[config.mk]
export PLATFORM = sky130hd
export DESIGN_NAME = integer_alu_div_pow_fact
export DESIGN_NICKNAME = d
export VERILOG_FILES = /design/src/hdl/iadpf_pkg.sv /design/src/hdl/integer_alu_div_pow_fact.sv /design/src/hdl/iadpf_unit.sv
export VERILOG_INCLUDE_DIRS = /design/src /design/src/hdl
export SDC_FILE = /design/constraint.sdc
export NUM_CORES = 2
export LEC_CHECK = 0
export ABC_AREA = 1
export BUFFER_PORTS_ARGS = -buffer_cell sky130_fd_sc_hd__buf_4
export CAP_MARGIN = 10
export CORE_MARGIN = 8
export CORE_UTILIZATION = 60
export CTS_CLUSTER_SIZE = 24
export DETAILED_ROUTE_END_ITERATION = 12
export PLACE_DENSITY_LB_ADDON = 0.05
export REMOVE_ABC_BUFFERS = 1
export SETUP_SLACK_MARGIN = 0.15
export SKIP_LAST_GASP = 1
export SYNTH_ARGS = -nofsm -noshare
export SYNTH_HDL_FRONTEND = slang
export SYNTH_SLANG_ARGS = --single-unit
[constraint.sdc]
create_clock -name i_clk -period 13.1 [get_ports i_clk]
set_input_delay 1.965 -clock i_clk [delete_from_list [all_inputs] [get_ports i_clk]]
set_output_delay 1.965 -clock i_clk [all_outputs]
set_load 0.01 [all_outputs]
[src/hdl/integer_alu_div_pow_fact_macros.svh]
// Assertion macros for the multicycle integer ALU.
`ifndef INTEGER_ALU_DIV_POW_FACT_MACROS_SVH
`define INTEGER_ALU_DIV_POW_FACT_MACROS_SVH
`ifndef SYNTH
// Checked only out of reset.
`define IADPF_ASSERT(lbl, clk, rst_n, prop, msg) \
    lbl: assert property (@(posedge clk) disable iff (!rst_n) prop) else $error(msg);
// Checked at every edge, reset included.
`define IADPF_ASSERT_ALWAYS(lbl, clk, prop, msg) \
    lbl: assert property (@(posedge clk) prop) else $error(msg);
`else
`define IADPF_ASSERT(lbl, clk, rst_n, prop, msg)
`define IADPF_ASSERT_ALWAYS(lbl, clk, prop, msg)
`endif
`endif

[src/hdl/iadpf_pkg.sv]
// Types, codes and widths shared by the multicycle integer ALU.
package iadpf_pkg;

    localparam int DATA_WIDTH = 32;
    localparam int KIND_W     = 3;
    // factorial counter: the product is zero by i = 2*DATA_WIDTH at the latest
    localparam int CNT_W      = $clog2(2 * DATA_WIDTH + 2);

    localparam logic [KIND_W-1:0] KIND_ADD  = 3'd0;
    localparam logic [KIND_W-1:0] KIND_SUB  = 3'd1;
    localparam logic [KIND_W-1:0] KIND_MUL  = 3'd2;
    localparam logic [KIND_W-1:0] KIND_DIV  = 3'd3;
    localparam logic [KIND_W-1:0] KIND_POW  = 3'd4;
    localparam logic [KIND_W-1:0] KIND_FACT = 3'd5;

    typedef logic [1:0] t_uop;
    localparam t_uop UOP_ADD = 2'd0;
    localparam t_uop UOP_SUB = 2'd1;
    localparam t_uop UOP_MUL = 2'd2;

    typedef struct packed {
        logic [KIND_W-1:0]            kind;
        logic signed [DATA_WIDTH-1:0] operand_a;
        logic signed [DATA_WIDTH-1:0] operand_b;
    } t_in_beat;

    typedef struct packed {
        logic signed [DATA_WIDTH-1:0] value;
        logic signed [DATA_WIDTH-1:0] remainder;
        logic                         error;
    } t_out_beat;

    typedef struct packed {
        logic [DATA_WIDTH-1:0] res;
        logic                  borrow;
    } t_unit_res;

endpackage

[src/hdl/integer_alu_div_pow_fact.sv]
// Add/sub/mul pass once through the shared unit; divide takes one quotient
// bit a cycle through the shared subtractor; power multiplies and squares per exponent bit;
// factorial multiplies in one factor per cycle until the product is zero or complete.
// One item at a time: in_ready is high only while the sequencer is idle. A finished
// result waits in the output register, so the next item may enter meanwhile.
// Reset (synchronous, active low) returns the sequencer to idle and empties the output.
`include "integer_alu_div_pow_fact_macros.svh"

module integer_alu_div_pow_fact (
    input  logic                 i_clk,
    input  logic                 i_rst_n,
    input  logic                 i_in_valid,
    output logic                 o_in_ready,
    input  iadpf_pkg::t_in_beat  i_in_data,
    output logic                 o_out_valid,
    input  logic                 i_out_ready,
    output iadpf_pkg::t_out_beat o_out_data
);
    localparam int W     = iadpf_pkg::DATA_WIDTH;
    localparam int CNT_W = iadpf_pkg::CNT_W;

    localparam logic [3:0] ST_IDLE    = 4'd0;
    localparam logic [3:0] ST_ADD     = 4'd1;
    localparam logic [3:0] ST_SUB     = 4'd2;
    localparam logic [3:0] ST_MUL     = 4'd3;
    localparam logic [3:0] ST_POW_MUL = 4'd4;
    localparam logic [3:0] ST_POW_SQR = 4'd5;
    localparam logic [3:0] ST_FACT    = 4'd6;
    localparam logic [3:0] ST_ABS_A   = 4'd7;
    localparam logic [3:0] ST_ABS_B   = 4'd8;
    localparam logic [3:0] ST_DIV     = 4'd9;
    localparam logic [3:0] ST_NEG_Q   = 4'd10;
    localparam logic [3:0] ST_NEG_R   = 4'd11;
    localparam logic [3:0] ST_DONE    = 4'd12;

    localparam logic [W-1:0] MIN_VAL = {1'b1, {(W-1){1'b0}}};
    localparam logic [W-1:0] ONE     = {{(W-1){1'b0}}, 1'b1};

    logic [3:0]       r_state, n_state;
    logic [W-1:0]     r_x, n_x;
    logic [W-1:0]     r_y, n_y;
    logic [W-1:0]     r_acc, n_acc;
    logic [W-1:0]     r_rem, n_rem;
    logic             r_err, n_err;
    logic             r_neg_a, n_neg_a;
    logic             r_neg_q, n_neg_q;
    logic [CNT_W-1:0] r_cnt, n_cnt;
    logic             r_out_valid, n_out_valid;
    iadpf_pkg::t_out_beat r_out, n_out;

    iadpf_pkg::t_uop       uop;
    logic [W-1:0]          ux;
    logic [W-1:0]          uy;
    iadpf_pkg::t_unit_res  ures;
    logic                  in_acc;
    logic                  out_free;
    logic [W-1:0]          shifted;
    logic [W-1:0]          cnt_ext;

    iadpf_unit u_unit (
        .i_op  (uop),
        .i_x   (ux),
        .i_y   (uy),
        .o_res (ures)
    );

    assign o_in_ready  = (r_state == ST_IDLE);
    assign in_acc      = i_in_valid && o_in_ready;
    assign out_free    = !r_out_valid || i_out_ready;
    assign o_out_valid = r_out_valid;
    assign o_out_data  = r_out;
    // next partial remainder before the trial subtract
    assign shifted     = {r_rem[W-2:0], r_x[W-1]};
    assign cnt_ext     = {{(W-CNT_W){1'b0}}, r_cnt};

    // operand selection for the shared unit
    always_comb begin
        uop = iadpf_pkg::UOP_ADD;
        ux  = r_x;
        uy  = r_y;
        case (r_state)
            ST_SUB: begin
                uop = iadpf_pkg::UOP_SUB;
            end
            ST_MUL: begin
                uop = iadpf_pkg::UOP_MUL;
            end
            ST_POW_MUL: begin
                // odd bit: acc * base; even bit: base * base
                uop = iadpf_pkg::UOP_MUL;
                uy  = r_x;
                if (r_y[0]) begin
                    ux = r_acc;
                end
            end
            ST_POW_SQR: begin
                uop = iadpf_pkg::UOP_MUL;
                uy  = r_x;
            end
            ST_FACT: begin
                uop = iadpf_pkg::UOP_MUL;
                ux  = r_acc;
                uy  = cnt_ext;
            end
            ST_ABS_A: begin
                uop = iadpf_pkg::UOP_SUB;
                ux  = '0;
                uy  = r_x;
            end
            ST_ABS_B: begin
                uop = iadpf_pkg::UOP_SUB;
                ux  = '0;
            end
            ST_DIV: begin
                uop = iadpf_pkg::UOP_SUB;
                ux  = shifted;
            end
            ST_NEG_Q: begin
                uop = iadpf_pkg::UOP_SUB;
                ux  = '0;
                uy  = r_x;
            end
            ST_NEG_R: begin
                uop = iadpf_pkg::UOP_SUB;
                ux  = '0;
                uy  = r_rem;
            end
            default: begin
                uop = iadpf_pkg::UOP_ADD;
            end
        endcase
    end

    always_comb begin
        n_state     = r_state;
        n_x         = r_x;
        n_y         = r_y;
        n_acc       = r_acc;
        n_rem       = r_rem;
        n_err       = r_err;
        n_neg_a     = r_neg_a;
        n_neg_q     = r_neg_q;
        n_cnt       = r_cnt;
        n_out_valid = r_out_valid && !i_out_ready;
        n_out       = r_out;
        case (r_state)
            ST_IDLE: begin
                if (in_acc) begin
                    n_x   = i_in_data.operand_a;
                    n_y   = i_in_data.operand_b;
                    n_acc = ONE;
                    n_rem = '0;
                    n_err = 1'b0;
                    n_cnt = {{(CNT_W-1){1'b0}}, 1'b1};
                    case (i_in_data.kind)
                        iadpf_pkg::KIND_ADD: begin
                            n_state = ST_ADD;
                        end
                        iadpf_pkg::KIND_SUB: begin
                            n_state = ST_SUB;
                        end
                        iadpf_pkg::KIND_MUL: begin
                            n_state = ST_MUL;
                        end
                        iadpf_pkg::KIND_DIV: begin
                            if (i_in_data.operand_b == '0 ||
                                (i_in_data.operand_a == MIN_VAL &&
                                 i_in_data.operand_b == {W{1'b1}})) begin
                                n_err   = 1'b1;
                                n_acc   = '0;
                                n_state = ST_DONE;
                            end else begin
                                n_state = ST_ABS_A;
                            end
                        end
                        iadpf_pkg::KIND_POW: begin
                            // negative exponent gives 1
                            n_state = i_in_data.operand_b[W-1] ? ST_DONE : ST_POW_MUL;
                        end
                        iadpf_pkg::KIND_FACT: begin
                            n_state = i_in_data.operand_a[W-1] ? ST_DONE : ST_FACT;
                        end
                        default: begin
                            n_err   = 1'b1;
                            n_acc   = '0;
                            n_state = ST_DONE;
                        end
                    endcase
                end
            end
            ST_ADD, ST_SUB, ST_MUL: begin
                n_acc   = ures.res;
                n_state = ST_DONE;
            end
            ST_POW_MUL: begin
                if (r_y == '0) begin
                    n_state = ST_DONE;
                end else if (r_y[0]) begin
                    n_acc   = ures.res;
                    n_state = ST_POW_SQR;
                end else begin
                    // even bit: square straight away
                    n_x = ures.res;
                    n_y = {1'b0, r_y[W-1:1]};
                end
            end
            ST_POW_SQR: begin
                n_x     = ures.res;
                n_y     = {1'b0, r_y[W-1:1]};
                n_state = ST_POW_MUL;
            end
            ST_FACT: begin
                if (cnt_ext > r_x || r_acc == '0) begin
                    n_state = ST_DONE;
                end else begin
                    n_acc = ures.res;
                    n_cnt = r_cnt + 1'b1;
                end
            end
            ST_ABS_A: begin
                n_neg_a = r_x[W-1];
                n_neg_q = r_x[W-1] ^ r_y[W-1];
                if (r_x[W-1]) begin
                    n_x = ures.res;
                end
                n_state = ST_ABS_B;
            end
            ST_ABS_B: begin
                if (r_y[W-1]) begin
                    n_y = ures.res;
                end
                n_rem   = '0;
                n_cnt   = '0;
                n_state = ST_DIV;
            end
            ST_DIV: begin
                // restoring step: quotient bits shift into r_x from the bottom
                n_rem = ures.borrow ? shifted : ures.res;
                n_x   = {r_x[W-2:0], !ures.borrow};
                n_cnt = r_cnt + 1'b1;
                if (r_cnt == CNT_W'(W - 1)) begin
                    n_state = ST_NEG_Q;
                end
            end
            ST_NEG_Q: begin
                n_acc   = r_neg_q ? ures.res : r_x;
                n_state = ST_NEG_R;
            end
            ST_NEG_R: begin
                if (r_neg_a) begin
                    n_rem = ures.res;
                end
                n_state = ST_DONE;
            end
            ST_DONE: begin
                if (out_free) begin
                    n_out.value     = r_acc;
                    n_out.remainder = r_rem;
                    n_out.error     = r_err;
                    n_out_valid     = 1'b1;
                    n_state         = ST_IDLE;
                end
            end
            default: begin
                n_state = ST_IDLE;
            end
        endcase
    end

    always_ff @(posedge i_clk) begin
        if (!i_rst_n) begin
            r_state     <= ST_IDLE;
            r_out_valid <= 1'b0;
        end else begin
            r_state     <= n_state;
            r_out_valid <= n_out_valid;
        end
        r_x     <= n_x;
        r_y     <= n_y;
        r_acc   <= n_acc;
        r_rem   <= n_rem;
        r_err   <= n_err;
        r_neg_a <= n_neg_a;
        r_neg_q <= n_neg_q;
        r_cnt   <= n_cnt;
        r_out   <= n_out;
    end

    `IADPF_ASSERT(a_err_zero, i_clk, i_rst_n, o_out_valid && o_out_data.error |-> o_out_data.value == '0 && o_out_data.remainder == '0, "error beat carries non-zero data")
    `IADPF_ASSERT(a_busy_after_accept, i_clk, i_rst_n, in_acc |=> r_state != ST_IDLE, "sequencer idle right after accepting a beat")
    `IADPF_ASSERT(a_div_rem_bound, i_clk, i_rst_n, r_state == ST_DIV |-> r_rem < r_y, "partial remainder not below divisor")
    `IADPF_ASSERT(a_done_loads_out, i_clk, i_rst_n, r_state == ST_DONE && out_free |=> o_out_valid && r_state == ST_IDLE, "finished result not moved to output")

endmodule

[src/hdl/iadpf_unit.sv]
// Shared arithmetic unit: wrapped add, subtract with borrow, low-half multiply.
module iadpf_unit (
    input  iadpf_pkg::t_uop                   i_op,
    input  logic [iadpf_pkg::DATA_WIDTH-1:0] i_x,
    input  logic [iadpf_pkg::DATA_WIDTH-1:0] i_y,
    output iadpf_pkg::t_unit_res              o_res
);
    localparam int W = iadpf_pkg::DATA_WIDTH;

    logic [W:0]   sum;
    logic [W:0]   diff;
    logic [W-1:0] prod;

    assign sum  = {1'b0, i_x} + {1'b0, i_y};
    assign diff = {1'b0, i_x} - {1'b0, i_y};
    assign prod = i_x * i_y;

    always_comb begin
        o_res.borrow = diff[W];
        case (i_op)
            iadpf_pkg::UOP_ADD: begin
                o_res.res = sum[W-1:0];
            end
            iadpf_pkg::UOP_SUB: begin
                o_res.res = diff[W-1:0];
            end
            iadpf_pkg::UOP_MUL: begin
                o_res.res = prod;
            end
            default: begin
                o_res.res = sum[W-1:0];
            end
        endcase
    end

endmodule
==> metrics.csv <==
metric;value;unit
routed length per placed instance;25.8;um
share of cells above drive strength 1;8.50;%
Area Overhead vs Synth;8.47;%
io pins;138;
Longest Clk Path Bufs;3;
CP Capture Type;flip-flop;
Setup Buffers After CTS;0;
via count;29721;
largest net degree at the start of global routing;35;
top cell type's share of synthesized area;26.5;%
initial antenna violation count;0;
status;completed;
Die H;243;um
I/O Buffers;137;
Fmax achieved;94.9;MHz
DIE WIDTH;243;um
sequential area share after synthesis;20.0;%
Worst Hold Class;reg -> reg;
final hold vios;0;
RePlAce Congestion;1.05;
WP data required;13.36;ns
number of synthesized flops with an enable pin;203;
number of DRC markers in iteration 0;3630;
leading cell type by number of instances after synthesis;nand2_1;
CTS Sinks;208;
n_diodes;0;
worst-path fanout max;21;
GRT Resource Usage Total;41.1;%
setup TNS;0;ns
Ys Warns;0;
Yosys reg bits;208;
CP Data Arrival Time;10.79;ns
GRT overflow;0;
clock-pin slew on the worst setup and hold paths;0.07;ns
Tcrit/Tclk final;80.4;%
Rows;83;
Synth Cell Area;30900;um2
synth unique cells;59;
H-tree depth;1;
largest cells by area after synthesis;fa_1 (27%), edfxtp_1 (20%), nand2_1 (10%), inv_1 (8.5%), ha_1 (7.9%);
unrepaired setup endpoints after global routing;no;
Worst Clk Skew;0.0118;ns
PnR worst setup slack;2.57;ns
clock root buffer;clkbuf_16;
Critical Path Slowest Stage Cell;fa_1;
post-place setup slack;2.89;ns
Num CTS Buffers;21;
CTS tree;yes;
Synth Flop Type;edfxtp_1;
Via density;6.21;
vias in the first global route;29484;
Max Cap Violations;0;
# DRC;0;
Avg Inst Size Synth;7.75;um2
Slew headroom;11.2;%
min cycle time layout;10.53;ns
Max Slew Vio Count;0;
first-pass GRT wire length;183000;um
post-route ant nets;0;
Slew @ Worst Pin;1.33;ns
startpoint types;flip-flop;
leading area contributor after synthesis;fa_1;
max incr delay on CP;0.54;ns
synth cell count leaders;nand2_1 (821), inv_1 (700), nor2_1 (542);
DP Wirelength;96100;um
crit path kind;reg -> reg;
Detailed Routing Iterations Pass 1;7;
hold_ws;0.437;ns
Die ar.;59100;um2
# nets final;4767;
drt total wl;124000;um
CTS resizes;0;
Post-synth ARST share;0;%
cells after synthesis;3992;
Placeable Area;51100;um2
clk_lat worst skew;0.53;ns
Hold Buf Count CTS;0;
starting density of the core;60.5;%
final setup fails;0;
## cells by family (layout without fill, tap and decap cells)
group	Yosys count	after routing	share of synthesized area (%)
AO/OA/AOI/OAI	589	589	11.2
adder cells (fa/ha/maj)	606	606	34.5
flip-flops	208	208	20.0
AND/OR/NAND/NOR	1692	1692	22.7
buffers and inverters	863	975	10.6
XOR/XNOR	34	34	0.963
## layout make-up
class / count / area (um2)
Multi-Input combinational cell: 2921 / 21500
Clock inverter: 14 / 114
Tap cell: 680 / 851
Inverter: 718 / 2700
Sequential cell: 208 / 6200
Fill cell: 4562 / 17500
Clock buffer: 23 / 533
Timing Repair Buffer: 220 / 1650
## state kept, by name (all words and copies together), names as in the netlist, 4 cells and up
name        flops
r_state         4
r_cnt           7
r_rem          32
r_y            32
r_x            32
r_acc          32
o_out_data     65
## path summary, 6_finish.rpt
| path | slack (ns) | end | startpoint | cells after the start |
|---|---|---|---|---|
| hold / removal | 0.44 | o_out_data[0] | r_err | 0 |
| hold reg to reg | 0.44 | o_out_data[0] | r_err | 0 |
| setup reg to reg | 2.57 | r_rem[26] | r_state[3] | 39 |
| setup / recovery | 2.57 | r_rem[26] | r_state[3] | 39 |
## cells in the final DEF (no fill, tap or decap), types with 14 or more instances in the layout
cell type  count
o221ai_1      30
inv_1        700
a21oi_1      249
o21ai_0      151
o32ai_1       23
inv_2         14
nand2_1      820
nor2_1       534
nor2_2        17
nor4_1        45
ha_1         196
edfxtp_1     203
nand3_1      162
buf_4        220
fa_1         410
xor2_1        25
clkbuf_16     21
or2_2         17
o22ai_1       24
o211ai_1      21
nand4_1       31
nor3_1        21
## critical path, delay by kind of cell, from the launching register on
kind,cells,cell delay (ns)
fa+ha+maj,9,3.71
simple gates,15,2.66
buf+inv,9,1.71
compound gates,6,1.68
flops,1,0.48
## metrics by stage
step                      instance area, um2  std cells  utilization (%)
after detailed placement               32900       4747             64.4
after floorplan                        30300       3847                -
final                                  33600       4784             65.7
after global routing                   33600       4784             65.7
after CTS                              33600       4784             65.7
after global placement                 32900       4747             64.4
## layer usage
metal	wire, um	share of wire (%)	GRT usage [%]	vias up
li1	-	-	-	12895
met1	43400	35	51.2	14165
met2	52800	43	62.2	2138
met3	16300	13	10.7	523
met4	11000	8.9	28.7	0
met5	0	0	0	-
Power is not shown: default switching activity piles up to over one toggle a cycle in this logic, so the estimate is an artifact.
